--- src/design/pcf_pkg.sv ---
package pcf_pkg;

   localparam int SAMPLE_WIDTH         = 16;
   localparam int DIFF_W               = SAMPLE_WIDTH + 1;
   localparam int ANGLE_W              = 17;
   localparam int ANGLE_MAX            = 46080;
   localparam int GAIN_W               = 24;
   localparam int CORDIC_STEPS_DEFAULT = 16;
   localparam int TABLE_LEN            = 24;
   localparam int TABLE_IDX_W          = 5;
   // CORDIC x/y: sample shifted up by 8, times sqrt(2) and CORDIC gain, plus margin
   localparam int XY_W                 = SAMPLE_WIDTH + 12;
   // angle accumulator in 1/65536 degree
   localparam int Z_W                  = 26;
   localparam int CSR_IDX_W            = 2;
   localparam int CSR_DATA_W           = 24;

   localparam logic [GAIN_W-1:0]       GAIN_RESET     = GAIN_W'(65536);
   localparam logic signed [Z_W-1:0]   HALF_TURN_FINE = Z_W'(11796480);

   typedef enum logic [CSR_IDX_W-1:0] {
      CSR_ACCEL_X_OFFSET = 2'd0,
      CSR_GYRO_Y_OFFSET  = 2'd1,
      CSR_GYRO_STEP_GAIN = 2'd2
   } csr_index_type;

   typedef struct packed {
      logic signed [SAMPLE_WIDTH-1:0] accel_x_offset;
      logic signed [SAMPLE_WIDTH-1:0] gyro_y_offset;
      logic [GAIN_W-1:0]              gyro_step_gain;
   } pcf_cfg_type;

   typedef struct packed {
      logic busy;
      logic done;
   } pcf_cordic_status_type;

   // atan(2^-i) in 1/65536 degree, rounded to nearest
   function automatic logic signed [Z_W-1:0] atan_fine(input logic [TABLE_IDX_W-1:0] idx);
      logic signed [Z_W-1:0] val;
      case (idx)
         5'd0:    val = Z_W'(2949120);
         5'd1:    val = Z_W'(1740967);
         5'd2:    val = Z_W'(919879);
         5'd3:    val = Z_W'(466945);
         5'd4:    val = Z_W'(234379);
         5'd5:    val = Z_W'(117304);
         5'd6:    val = Z_W'(58666);
         5'd7:    val = Z_W'(29335);
         5'd8:    val = Z_W'(14668);
         5'd9:    val = Z_W'(7334);
         5'd10:   val = Z_W'(3667);
         5'd11:   val = Z_W'(1833);
         5'd12:   val = Z_W'(917);
         5'd13:   val = Z_W'(458);
         5'd14:   val = Z_W'(229);
         5'd15:   val = Z_W'(115);
         5'd16:   val = Z_W'(57);
         5'd17:   val = Z_W'(29);
         5'd18:   val = Z_W'(14);
         5'd19:   val = Z_W'(7);
         5'd20:   val = Z_W'(4);
         5'd21:   val = Z_W'(2);
         5'd22:   val = Z_W'(1);
         default: val = '0;
      endcase
      return val;
   endfunction

   // clamp to +-180 degrees in 1/256 degree
   function automatic logic signed [ANGLE_W-1:0] sat_angle(input logic signed [31:0] v);
      logic signed [ANGLE_W-1:0] res;
      if (v > 32'sd46080) begin
         res = ANGLE_W'(ANGLE_MAX);
      end else if (v < -32'sd46080) begin
         res = ANGLE_W'(-ANGLE_MAX);
      end else begin
         res = v[ANGLE_W-1:0];
      end
      return res;
   endfunction

endpackage

--- src/design/pcf_csr.sv ---
module pcf_csr (
   input  logic                              clock,
   input  logic                              reset,
   input  logic                              csr_valid,
   output logic                              csr_ready,
   input  logic [pcf_pkg::CSR_IDX_W-1:0]     csr_index,
   input  logic [pcf_pkg::CSR_DATA_W-1:0]    csr_data,
   output pcf_pkg::pcf_cfg_type              cfg
);

   pcf_pkg::pcf_cfg_type cfg_ff;
   pcf_pkg::pcf_cfg_type cfg_in;

   assign csr_ready = 1'b1;
   assign cfg       = cfg_ff;

   always_comb begin
      cfg_in = cfg_ff;
      if (csr_valid) begin
         case (csr_index)
            pcf_pkg::CSR_ACCEL_X_OFFSET: begin
               cfg_in.accel_x_offset = csr_data[pcf_pkg::SAMPLE_WIDTH-1:0];
            end
            pcf_pkg::CSR_GYRO_Y_OFFSET: begin
               cfg_in.gyro_y_offset = csr_data[pcf_pkg::SAMPLE_WIDTH-1:0];
            end
            pcf_pkg::CSR_GYRO_STEP_GAIN: begin
               cfg_in.gyro_step_gain = csr_data[pcf_pkg::GAIN_W-1:0];
            end
            default: begin
               // drop writes outside the register list
               cfg_in = cfg_ff;
            end
         endcase
      end
   end

   always_ff @(posedge clock) begin
      if (reset) begin
         cfg_ff.accel_x_offset <= '0;
         cfg_ff.gyro_y_offset  <= '0;
         cfg_ff.gyro_step_gain <= pcf_pkg::GAIN_RESET;
      end else begin
         cfg_ff <= cfg_in;
      end
   end

endmodule

--- src/design/pcf_cordic.sv ---
module pcf_cordic #(
   parameter int CORDIC_STEPS = pcf_pkg::CORDIC_STEPS_DEFAULT
) (
   input  logic                                   clock,
   input  logic                                   reset,
   input  logic                                   start,
   input  logic signed [pcf_pkg::DIFF_W-1:0]      ax,
   input  logic signed [pcf_pkg::SAMPLE_WIDTH-1:0] az,
   output pcf_pkg::pcf_cordic_status_type         status,
   output logic signed [pcf_pkg::ANGLE_W-1:0]     angle
);

   localparam int XY_W   = pcf_pkg::XY_W;
   localparam int Z_W    = pcf_pkg::Z_W;
   localparam int STEP_W = (CORDIC_STEPS > 1) ? $clog2(CORDIC_STEPS) : 1;
   localparam logic [STEP_W-1:0] LAST_STEP = STEP_W'(CORDIC_STEPS - 1);
   localparam logic signed [Z_W-1:0] Z_ROUND = Z_W'(128);

   typedef enum logic [2:0] {
      CS_IDLE = 3'b001,
      CS_ITER = 3'b010,
      CS_DONE = 3'b100
   } cordic_state_type;

   cordic_state_type       state_ff, state_in;
   logic [STEP_W-1:0]      step_ff, step_in;
   logic signed [XY_W-1:0] x_ff, x_in;
   logic signed [XY_W-1:0] y_ff, y_in;
   logic signed [Z_W-1:0]  z_ff, z_in;
   logic                   zero_ff, zero_in;

   logic signed [XY_W-1:0] x_load, y_load;
   logic signed [Z_W-1:0]  z_load;
   logic signed [XY_W-1:0] x_shift, y_shift;
   logic signed [Z_W-1:0]  atan_step;
   logic signed [Z_W-1:0]  z_round;

   // pre-rotate into the right half plane
   always_comb begin
      x_load = XY_W'(az) <<< 8;
      y_load = -(XY_W'(ax) <<< 8);
      z_load = '0;
      if (x_load[XY_W-1]) begin
         z_load = y_load[XY_W-1] ? -pcf_pkg::HALF_TURN_FINE : pcf_pkg::HALF_TURN_FINE;
         x_load = -x_load;
         y_load = -y_load;
      end
   end

   assign x_shift   = x_ff >>> step_ff;
   assign y_shift   = y_ff >>> step_ff;
   assign atan_step = pcf_pkg::atan_fine(pcf_pkg::TABLE_IDX_W'(step_ff));

   always_comb begin
      state_in = state_ff;
      step_in  = step_ff;
      x_in     = x_ff;
      y_in     = y_ff;
      z_in     = z_ff;
      zero_in  = zero_ff;
      case (state_ff)
         CS_IDLE: begin
            if (start) begin
               x_in     = x_load;
               y_in     = y_load;
               z_in     = z_load;
               zero_in  = (ax == '0) && (az == '0);
               step_in  = '0;
               state_in = CS_ITER;
            end
         end
         CS_ITER: begin
            // rotate toward y = 0
            if (!y_ff[XY_W-1]) begin
               x_in = x_ff + y_shift;
               y_in = y_ff - x_shift;
               z_in = z_ff + atan_step;
            end else begin
               x_in = x_ff - y_shift;
               y_in = y_ff + x_shift;
               z_in = z_ff - atan_step;
            end
            step_in = step_ff + 1'b1;
            if (step_ff == LAST_STEP) begin
               state_in = CS_DONE;
            end
         end
         CS_DONE: begin
            state_in = CS_IDLE;
         end
         default: begin
            state_in = CS_IDLE;
         end
      endcase
   end

   always_ff @(posedge clock) begin
      if (reset) begin
         state_ff <= CS_IDLE;
      end else begin
         state_ff <= state_in;
      end
      step_ff <= step_in;
      x_ff    <= x_in;
      y_ff    <= y_in;
      z_ff    <= z_in;
      zero_ff <= zero_in;
   end

   // round half up from 1/65536 to 1/256 degree
   assign z_round     = (z_ff + Z_ROUND) >>> 8;
   assign angle       = zero_ff ? '0 : pcf_pkg::sat_angle(32'(z_round));
   assign status.busy = (state_ff != CS_IDLE);
   assign status.done = (state_ff == CS_DONE);

   a_start_when_idle: assert property (@(posedge clock) disable iff (reset)
      start |-> (state_ff == CS_IDLE))
      else $error("cordic started while busy");

   a_step_bound: assert property (@(posedge clock) disable iff (reset)
      (state_ff == CS_ITER) |-> (step_ff <= LAST_STEP))
      else $error("cordic step counter past last step");

   a_done_to_idle: assert property (@(posedge clock) disable iff (reset)
      status.done |=> (state_ff == CS_IDLE))
      else $error("cordic did not return to idle after done");

endmodule

--- src/design/pitch_complementary_filter.sv ---
// Pitch estimator: complementary filter of accelerometer tilt and gyro rate.
// Request channel (req_valid / req_stall): one transaction carries raw
// accel X, accel Z and gyro Y samples; it is taken when req_valid is high
// and req_stall is low. req_stall stays high while a sample set is in work.
// Response channel (rsp_valid / rsp_stall): one transaction per request
// with fused, observed and gyro-estimated pitch in 1/256 degree.
// Config channel (csr_valid / csr_ready): index 0 accel X offset, 1 gyro Y
// offset, 2 gyro step gain; other indexes are ignored. csr_ready is always
// high. Write only while no request is in work.
// An accepted request passes through ST_CORDIC, ST_EST and ST_FUSE before
// rsp_valid rises; the next request is taken only once ST_FUSE is left.
// The CORDIC is a single shift-add unit that does one rotation a cycle.
// A stalled response holds in the output register; the next request is
// still accepted and runs until its result needs that register.
// Reset (synchronous, active high) clears the stored pitch and the offsets,
// sets the gain to 65536 and empties the response register.
module pitch_complementary_filter #(
   parameter int CORDIC_STEPS = pcf_pkg::CORDIC_STEPS_DEFAULT
) (
   input  logic                                    clock,
   input  logic                                    reset,
   // request channel
   input  logic                                    req_valid,
   output logic                                    req_stall,
   input  logic signed [pcf_pkg::SAMPLE_WIDTH-1:0] req_accel_x,
   input  logic signed [pcf_pkg::SAMPLE_WIDTH-1:0] req_accel_z,
   input  logic signed [pcf_pkg::SAMPLE_WIDTH-1:0] req_gyro_y,
   // response channel
   output logic                                    rsp_valid,
   input  logic                                    rsp_stall,
   output logic signed [pcf_pkg::ANGLE_W-1:0]      rsp_pitch_angle,
   output logic signed [pcf_pkg::ANGLE_W-1:0]      rsp_observed_angle,
   output logic signed [pcf_pkg::ANGLE_W-1:0]      rsp_estimated_angle,
   // configuration channel
   input  logic                                    csr_valid,
   output logic                                    csr_ready,
   input  logic [pcf_pkg::CSR_IDX_W-1:0]           csr_index,
   input  logic [pcf_pkg::CSR_DATA_W-1:0]          csr_data
);

   localparam int DIFF_W  = pcf_pkg::DIFF_W;
   localparam int ANGLE_W = pcf_pkg::ANGLE_W;
   localparam int GAIN_W  = pcf_pkg::GAIN_W;
   localparam int PROD_W  = DIFF_W + GAIN_W + 1;
   localparam int DELTA_W = PROD_W - GAIN_W;
   localparam logic signed [PROD_W-1:0] PROD_HALF = PROD_W'(1) <<< (GAIN_W - 1);

   typedef enum logic [3:0] {
      ST_IDLE   = 4'b0001,
      ST_CORDIC = 4'b0010,
      ST_EST    = 4'b0100,
      ST_FUSE   = 4'b1000
   } filter_state_type;

   pcf_pkg::pcf_cfg_type           cfg;
   pcf_pkg::pcf_cordic_status_type cordic_status;
   logic signed [ANGLE_W-1:0]      cordic_angle;

   filter_state_type          state_ff, state_in;
   logic signed [ANGLE_W-1:0] pitch_ff, pitch_in;
   logic signed [DIFF_W-1:0]  gy_ff, gy_in;
   logic signed [PROD_W-1:0]  product_ff, product_in;
   logic signed [ANGLE_W-1:0] obs_ff, obs_in;
   logic signed [ANGLE_W-1:0] est_ff, est_in;
   logic                      rsp_valid_ff, rsp_valid_in;
   logic signed [ANGLE_W-1:0] rsp_pitch_ff, rsp_pitch_in;
   logic signed [ANGLE_W-1:0] rsp_obs_ff, rsp_obs_in;
   logic signed [ANGLE_W-1:0] rsp_est_ff, rsp_est_in;

   logic                      req_accept;
   logic                      out_free;
   logic signed [DIFF_W-1:0]  ax_diff;
   logic signed [GAIN_W:0]    gain_signed;
   logic signed [PROD_W-1:0]  product_round;
   logic signed [DELTA_W-1:0] delta;
   logic signed [ANGLE_W-1:0] est_sat;
   logic signed [31:0]        fuse_sum;
   logic signed [ANGLE_W-1:0] fused;

   pcf_csr u_csr (
      .clock     (clock),
      .reset     (reset),
      .csr_valid (csr_valid),
      .csr_ready (csr_ready),
      .csr_index (csr_index),
      .csr_data  (csr_data),
      .cfg       (cfg)
   );

   // offset-corrected samples are exact in one extra bit
   assign ax_diff = DIFF_W'(req_accel_x) - DIFF_W'(cfg.accel_x_offset);
   assign gy_in   = req_accept ? (DIFF_W'(req_gyro_y) - DIFF_W'(cfg.gyro_y_offset)) : gy_ff;

   pcf_cordic #(
      .CORDIC_STEPS (CORDIC_STEPS)
   ) u_cordic (
      .clock  (clock),
      .reset  (reset),
      .start  (req_accept),
      .ax     (ax_diff),
      .az     (req_accel_z),
      .status (cordic_status),
      .angle  (cordic_angle)
   );

   assign req_stall  = (state_ff != ST_IDLE);
   assign req_accept = req_valid && !req_stall;
   // response register can take a new result this cycle
   assign out_free   = !rsp_valid_ff || !rsp_stall;

   // gyro step: gy * gain / 2^24, round half up; product settles during the CORDIC
   assign gain_signed   = {1'b0, cfg.gyro_step_gain};
   assign product_in    = gy_ff * gain_signed;
   assign product_round = product_ff + PROD_HALF;
   assign delta         = product_round[PROD_W-1:GAIN_W];
   assign est_sat       = pcf_pkg::sat_angle(32'(pitch_ff) + 32'(delta));

   // blend: mean of observed and estimated, round half up
   assign fuse_sum = 32'(obs_ff) + 32'(est_ff) + 32'sd1;
   assign fused    = pcf_pkg::sat_angle(fuse_sum >>> 1);

   always_comb begin
      state_in     = state_ff;
      pitch_in     = pitch_ff;
      obs_in       = obs_ff;
      est_in       = est_ff;
      rsp_valid_in = rsp_valid_ff;
      rsp_pitch_in = rsp_pitch_ff;
      rsp_obs_in   = rsp_obs_ff;
      rsp_est_in   = rsp_est_ff;

      // retire the pending response once taken
      if (rsp_valid_ff && !rsp_stall) begin
         rsp_valid_in = 1'b0;
      end

      case (state_ff)
         ST_IDLE: begin
            if (req_accept) begin
               state_in = ST_CORDIC;
            end
         end
         ST_CORDIC: begin
            if (cordic_status.done) begin
               obs_in   = cordic_angle;
               state_in = ST_EST;
            end
         end
         ST_EST: begin
            est_in   = est_sat;
            state_in = ST_FUSE;
         end
         ST_FUSE: begin
            // hold until the response register frees up
            if (out_free) begin
               pitch_in     = fused;
               rsp_valid_in = 1'b1;
               rsp_pitch_in = fused;
               rsp_obs_in   = obs_ff;
               rsp_est_in   = est_ff;
               state_in     = ST_IDLE;
            end
         end
         default: begin
            state_in = ST_IDLE;
         end
      endcase
   end

   always_ff @(posedge clock) begin
      if (reset) begin
         state_ff     <= ST_IDLE;
         pitch_ff     <= '0;
         rsp_valid_ff <= 1'b0;
      end else begin
         state_ff     <= state_in;
         pitch_ff     <= pitch_in;
         rsp_valid_ff <= rsp_valid_in;
      end
      gy_ff        <= gy_in;
      product_ff   <= product_in;
      obs_ff       <= obs_in;
      est_ff       <= est_in;
      rsp_pitch_ff <= rsp_pitch_in;
      rsp_obs_ff   <= rsp_obs_in;
      rsp_est_ff   <= rsp_est_in;
   end

   assign rsp_valid           = rsp_valid_ff;
   assign rsp_pitch_angle     = rsp_pitch_ff;
   assign rsp_observed_angle  = rsp_obs_ff;
   assign rsp_estimated_angle = rsp_est_ff;

   a_idle_unit_free: assert property (@(posedge clock) disable iff (reset)
      (state_ff == ST_IDLE) |-> !cordic_status.busy)
      else $error("sequencer idle while cordic still busy");

   a_accept_starts: assert property (@(posedge clock) disable iff (reset)
      req_accept |=> (cordic_status.busy && (state_ff == ST_CORDIC)))
      else $error("accepted transaction did not start the cordic");

   a_pitch_range: assert property (@(posedge clock) disable iff (reset)
      rsp_valid_ff |-> ((rsp_pitch_ff <= 17'sd46080) && (rsp_pitch_ff >= -17'sd46080)
                        && (rsp_est_ff <= 17'sd46080) && (rsp_est_ff >= -17'sd46080)))
      else $error("response angle outside +-180 degrees");

endmodule

--- config.mk ---
export PLATFORM = sky130hd
export DESIGN_NAME = pitch_complementary_filter
export DESIGN_NICKNAME = d
export VERILOG_FILES = /design/src/design/pcf_pkg.sv /design/src/design/pcf_csr.sv /design/src/design/pcf_cordic.sv /design/src/design/pitch_complementary_filter.sv
export SDC_FILE = /design/constraint.sdc
export NUM_CORES = 2
export LEC_CHECK = 0
export ABC_AREA = 1
export BUFFER_PORTS_ARGS = -buffer_cell sky130_fd_sc_hd__buf_4
export CAP_MARGIN = 5
export CORE_ASPECT_RATIO = 1.4
export CORE_MARGIN = 3
export CORE_UTILIZATION = 30
export DETAILED_ROUTE_END_ITERATION = 8
export GPL_ROUTABILITY_DRIVEN = 0
export HOLD_SLACK_MARGIN = 0.1
export SLEW_MARGIN = 20
export SYNTH_ARGS = -nofsm -noshare
export SYNTH_HDL_FRONTEND = slang
export SYNTH_SLANG_ARGS = --single-unit
--- constraint.sdc ---
create_clock -name clock -period 8.05 [get_ports clock]
set_input_delay 1.2075 -clock clock [delete_from_list [all_inputs] [get_ports clock]]
set_output_delay 1.2075 -clock clock [all_outputs]
set_load 0.05 [all_outputs]
== Yosys cells after proc, flatten, opt, wreduce, memory -nomap -nowiden ==
Memory sizes are Yosys's and may differ from the RTL's. A register that Yosys moved wholly into a read port is not among the register bits.
Index checks and enable logic that the tools add are counted.
Operators by class
  add/subtract/negate cells: 17
  multiply operators: 1
  magnitude comparators: 6
  equality and inequality tests: 16
  shift-type cells: 2
  muxes and demuxes: 31
  reduce and logical (&&, ||, !) cells: 23
Operators with widths (number)
  2-to-1 mux 28 bit: 6
  case mux 28 bit (2 select lines): 2
  2-to-1 mux 26 bit: 4
  2-to-1 mux 17 bit: 4
  adder 28 bit: 2
  >>> shifter 28 x 4 -> 28 bit: 2
  subtractor 28 bit: 2
  case mux 26 bit (2 select lines): 1
  adder 42 x 25 -> 42 bit, second input constant: 1
  multiplier 17 x 25 -> 42 bit: 1
  greater-than comparator 18 x 17 -> 1 bit, second input constant: 2
  < comparator 18 x 17 -> 1 bit, second input constant: 2
  subtractor 16 x 16 -> 17 bit: 2
  negator 24 -> 28 bit: 1
  negator 25 -> 28 bit: 1
  negator 28 bit: 1
  adder 26 bit: 1
  adder 26 x 9 -> 26 bit, second input constant: 1
  subtractor 26 bit: 1
  2-to-1 mux 4 bit: 5
  adder 17 x 18 -> 19 bit: 1
  adder 18 x 2 -> 19 bit, second input constant: 1
  greater-than comparator 19 x 17 -> 1 bit, second input constant: 1
  < comparator 19 x 17 -> 1 bit, second input constant: 1
  31 further kinds: 50
Storage, ports and cells
  bits in registers: 312
  ROM bits: 352
  input bits: 79
  logic and storage cells: 119
  memories kept: 1
Memory list
  (name not given): depth 16, width 22, rd ports 1, clocked after Yosys merged registers in 1, write ports 0, line pcf_pkg.sv:41  | case (idx)

== Depth between registers and ports, before layout ==
  depth in word-level cells: 6
  gate-level depth with buffers: 34
  depth with buffers taken out: 32

== Cells and area by module ==
Synthesis repeated with hierarchy kept, for this count alone.
Unflattened totals
  cells, all modules: 5688
  area, all modules: 39887.0 um^2
By module, submodules not included
  pitch_complementary_filter: instances 1, cells each 2924, area each 22731.8 um^2, seq. area each 3883.7 um^2
  pcf_cordic: instances 1, cells each 2401, area each 14797.9 um^2, seq. area each 3113.0 um^2
  pcf_csr: instances 1, cells each 363, area each 2357.3 um^2, seq. area each 1121.1 um^2

== Least setup slack after synthesis ==
OpenSTA, ideal clock, no wires.
  kind: register to register
  from: reg u_csr.cfg_ff, in the netlist u_csr.cfg[22]
  to: reg product_ff[37]
  arrival: 5.740 ns
  required time: 7.931 ns
  setup slack: 2.191 ns
  cell stages (with the launch flop): 26
  buffers on the path: 2
  path through: dfxtp_1 -> clkbuf_1 -> clkbuf_1 -> nand2_1 -> fa_1 -> inv_1 -> fa_1 -> inv_1 -> fa_1 -> inv_1 -> fa_1 -> fa_1 -> inv_1 -> fa_1 -> inv_1 -> ha_1 -> nand2_1 -> nor2_1 -> inv_1 -> nor3_1 -> nand3_1 -> o21ai_1 -> nand2_1 -> o21ai_1 -> a21oi_1 -> xnor2_1
Between the ends
  longest elaborated chain between the ends: 1
RTL lines
  start, declared: line pcf_csr.sv:11  | pcf_pkg::pcf_cfg_type cfg_ff;
  start signal, assigned: line pcf_csr.sv:44  | cfg_ff <= cfg_in;
  multiplier 17 x 25 -> 42 bit: line pitch_complementary_filter.sv:113  | assign product_in = gy_ff * gain_signed;
  via product_in[37]: line pitch_complementary_filter.sv:62  | logic signed [PROD_W-1:0] product_ff, product_in;
  end signal, assigned: line pitch_complementary_filter.sv:181  | product_ff <= product_in;
  end, declared: line pitch_complementary_filter.sv:62
The timed path passes the listed nets, and every way through them passes these cells.
A chain may end at the register's enable or synchronous reset.

== Worst setup path in the final report ==
  from: reg gy_ff[8]
  to: reg product_ff[37]
Between the ends
  longest elaborated chain between the ends: 1
RTL lines
  start, declared: line pitch_complementary_filter.sv:61  | logic signed [DIFF_W-1:0] gy_ff, gy_in;
  start signal, assigned: line pitch_complementary_filter.sv:180  | gy_ff <= gy_in;
  multiplier 17 x 25 -> 42 bit: line pitch_complementary_filter.sv:113
  via product_in[37]: line pitch_complementary_filter.sv:62
The timed path passes the listed nets, and every way through them passes these cells.

==> flow_metrics.env <==
export IMPL_synth_simple_area_share_pct=22.9
export IMPL_tightest_slew_ns=1.13
export IMPL_synthArstFlopShare_pct=0
export IMPL_hold_class="flop to flop"
export IMPL_grt_max_degree=69
export IMPL_p_leak_nw=21.5
export IMPL_tns_ns=0
export IMPL_grt_overflow=0
export IMPL_seq_area_mm2=0.00812
export IMPL_start_util_pct=30.2
export IMPL_syn2layout_area_growth_pct=9.86
export IMPL_cts_reportedPaths_clkPinSlew_ns=0.07
export IMPL_status="finished clean"
export IMPL_endpoint_kind="flop"
export IMPL_via_count=34300
export IMPL_max_slew_margin_pct=24.3
export IMPL_rows=155
export IMPL_yosysWarnings=0
export IMPL_antenna_found_initial=0
export IMPL_synthMuxAreaShare_pct=0.269
export IMPL_hold_violations=0
export IMPL_cts_made_buffers=39
export IMPL_die_w_um=309
export IMPL_max_clock_path_buffers=3
export IMPL_cts_tree="yes"
export IMPL_seq_area_frac_synth_pct=21.1
export IMPL_rsz0062_at_grt="false"
export IMPL_die_area_mm2=0.133
export IMPL_synthAdderAreaFrac_pct=27.1
export IMPL_synthFlopType="edfxtp_1"
export IMPL_power_density_mw_per_mm2=232
export IMPL_slew_violations=0
export IMPL_track_usage_pct=17.7
export IMPL_grt_pass1_wl_mm=186
export IMPL_core_area_mm2=0.128
export IMPL_multi_input_area_mm2=0.0257
export IMPL_die_y_um=430
export IMPL_synth_area_mm2=0.0385
export IMPL_wl_mm=118
export IMPL_critPathKind="flop to flop"
export IMPL_drt_pass1_iterations=6
export IMPL_synth_compound_gate_area_share_pct=12.4
export IMPL_htree_levels=2
export IMPL_synthXorXnorAreaFrac_pct=3.95
export IMPL_period_share_pct=81.9
export IMPL_ant_nets=0
export IMPL_place_hpwl_mm=94.9
export IMPL_cp_start_kind="flop"
export IMPL_max_freq_mhz=152
export IMPL_synthCells=5356
export IMPL_initialDrtViolationCount=1947
export IMPL_final_min_clock_period_ns=6.59
export IMPL_syn_nets=6070
export IMPL_drive_gt1_share_pct=6.26
export IMPL_total_power_mw=9.84
export IMPL_wl_per_cell_um=16.7
export IMPL_numPortBuffers=131
export IMPL_postCtsResizedCells=0
export IMPL_maxCapViolations=0
export IMPL_final_nets=6102
export IMPL_clock_sinks=311
export IMPL_place_area_mm2=0.0411
export IMPL_cp_max_fo=24
export IMPL_synth_edf_count=189
export IMPL_synth_cell_types=64
export IMPL_ctsHoldBuffers=0
export IMPL_fillCellCount=13600
export IMPL_ys_ff_latch=311
export IMPL_vdd_drop_max_mv=0.247
export IMPL_setup_viol=0
export IMPL_drc=0
export IMPL_grt_pass1_vias=35400
export IMPL_vias_per_cell=4.86
export IMPL_ioPinCount=133
export IMPL_cp_arrival_ns=7.08
export IMPL_root_buffer="clkbuf_16"
export IMPL_synth_top_family_by_area="adder cells"
export IMPL_clock_latency_ns=0.60
export IMPL_crit_required_ns=8.54
export IMPL_fin_skew_ns=0.0179
export IMPL_syn_area_per_cell_um2=7.20
export IMPL_cts_setup_buffers=0
export IMPL_finish_instance_area_mm2=0.0423
## kinds of logic after synthesis
group,count (synthesis)
and+or+nand+nor,2139
muxes,10
adders and majority gates,635
AOI/OAI and AO/OA,864
other,1
xor gates and xnor gates,174
DFF,311
buffers and inverters,1222
## worst paths after layout
| kind | from | end | slack [ns] | cells past startpoint |
|---|---|---|---|---|
| min | u_csr.cfg[54] | u_csr.cfg[54] | 0.46 | 2 |
| max | gy_ff[8] | product_ff[37] | 1.46 | 21 |
| min reg2reg | u_csr.cfg[54] | u_csr.cfg[54] | 0.46 | 2 |
| max reg2reg | gy_ff[8] | product_ff[37] | 1.46 | 21 |
## synthesized netlist by cell type, types with 79 or more instances
library cell | instances | share of area, %
nor2_1 | 412 | 4.0
nand2_1 | 1315 | 13
ha_1 | 300 | 9.7
fa_1 | 335 | 17
clkbuf_1 | 131 | 1.3
nand3_1 | 212 | 2.8
a21oi_1 | 314 | 4.1
o21ai_1 | 79 | 1.0
dfxtp_1 | 122 | 6.3
xor2_1 | 122 | 2.8
edfxtp_1 | 189 | 15
inv_1 | 1030 | 10
o21ai_0 | 297 | 3.9
## critical path: stages (launching register included)
cell	delay [ns]
edfxtp_1	1.04
nand2_1	0.19
fa_1	0.57
inv_1	0.05
fa_1	0.48
fa_1	0.58
fa_1	0.46
fa_1	0.57
inv_1	0.06
fa_1	0.54
inv_1	0.05
ha_1	0.36
nand2_1	0.12
nor2_1	0.12
inv_1	0.06
nor3_1	0.23
nand3_1	0.11
o21ai_1	0.25
nand2_1	0.16
o21ai_1	0.22
a21oi_1	0.11
xnor2_1	0.13
## per-layer routing
| metal | share of wire, % | vias up | track usage, % |
|---|---|---|---|
| met1 | 38 | 16300 | 19.3 |
| li1 | - | 16900 | - |
| met3 | 3.9 | 296 | 1.82 |
| met4 | 6.5 | 0 | 10.1 |
| met2 | 51 | 822 | 33.2 |
| met5 | 0 | - | 0 |
## area by class of cell
| cell class | instances | share of cell area [%] |
|---|---|---|
| multi-input combinational | 3823 | 60.7 |
| antenna | 3 | 0.0177 |
| timing repair buffer | 170 | 3.01 |
| tap | 1648 | 4.87 |
| sequential | 311 | 19.2 |
| inverter | 1043 | 9.26 |
| clock inverter | 21 | 0.473 |
| clock buffer | 51 | 2.46 |
## where the power goes
part	internal, mW	leakage (nW)	total, mW	switching, mW
Combinational	2.09	18.1	5.97	3.88
Sequential	1.90	2.77	2.11	0.209
Clock	0.941	0.599	1.76	0.815
## layout by cell type (no fill, tap or decap), types with 34 or more instances in the layout
cell	instances
edfxtp_1	189
nand2_1	1315
xor2_1	122
o21ai_1	79
fa_1	335
buf_4	170
xnor2_1	52
clkbuf_16	39
o21ai_0	297
nand4_1	49
dfxtp_1	122
o21a_1	34
ha_1	300
nor2_1	410
nand3_1	212
a21oi_1	314
nor3_1	54
inv_1	1027
## registers in the layout (all words and copies together) (netlist names), 19 cells and up
name,count
u_cordic.z_ff,26
u_cordic.y_ff,28
u_cordic.x_ff,28
product_ff,19
u_cordic.atan_step,22
u_csr.cfg,56
## per-stage QoR
step | std cells | hold WS (ns) | util (%) | worst slack, ns
2_1_floorplan | 5356 | 0.431 | - | 2.19
3_3_place_gp | 6995 | 0.438 | 32.2 | 1.53
3_5_place_dp | 6995 | 0.454 | 32.2 | 1.50
4_1_cts | 7067 | 0.461 | 33.2 | 1.50
5_1_grt | 7067 | 0.479 | 33.2 | 1.06
6_report | 7070 | 0.459 | 33.2 | 1.46
Note: power is estimated with default switching activity, not from simulation.
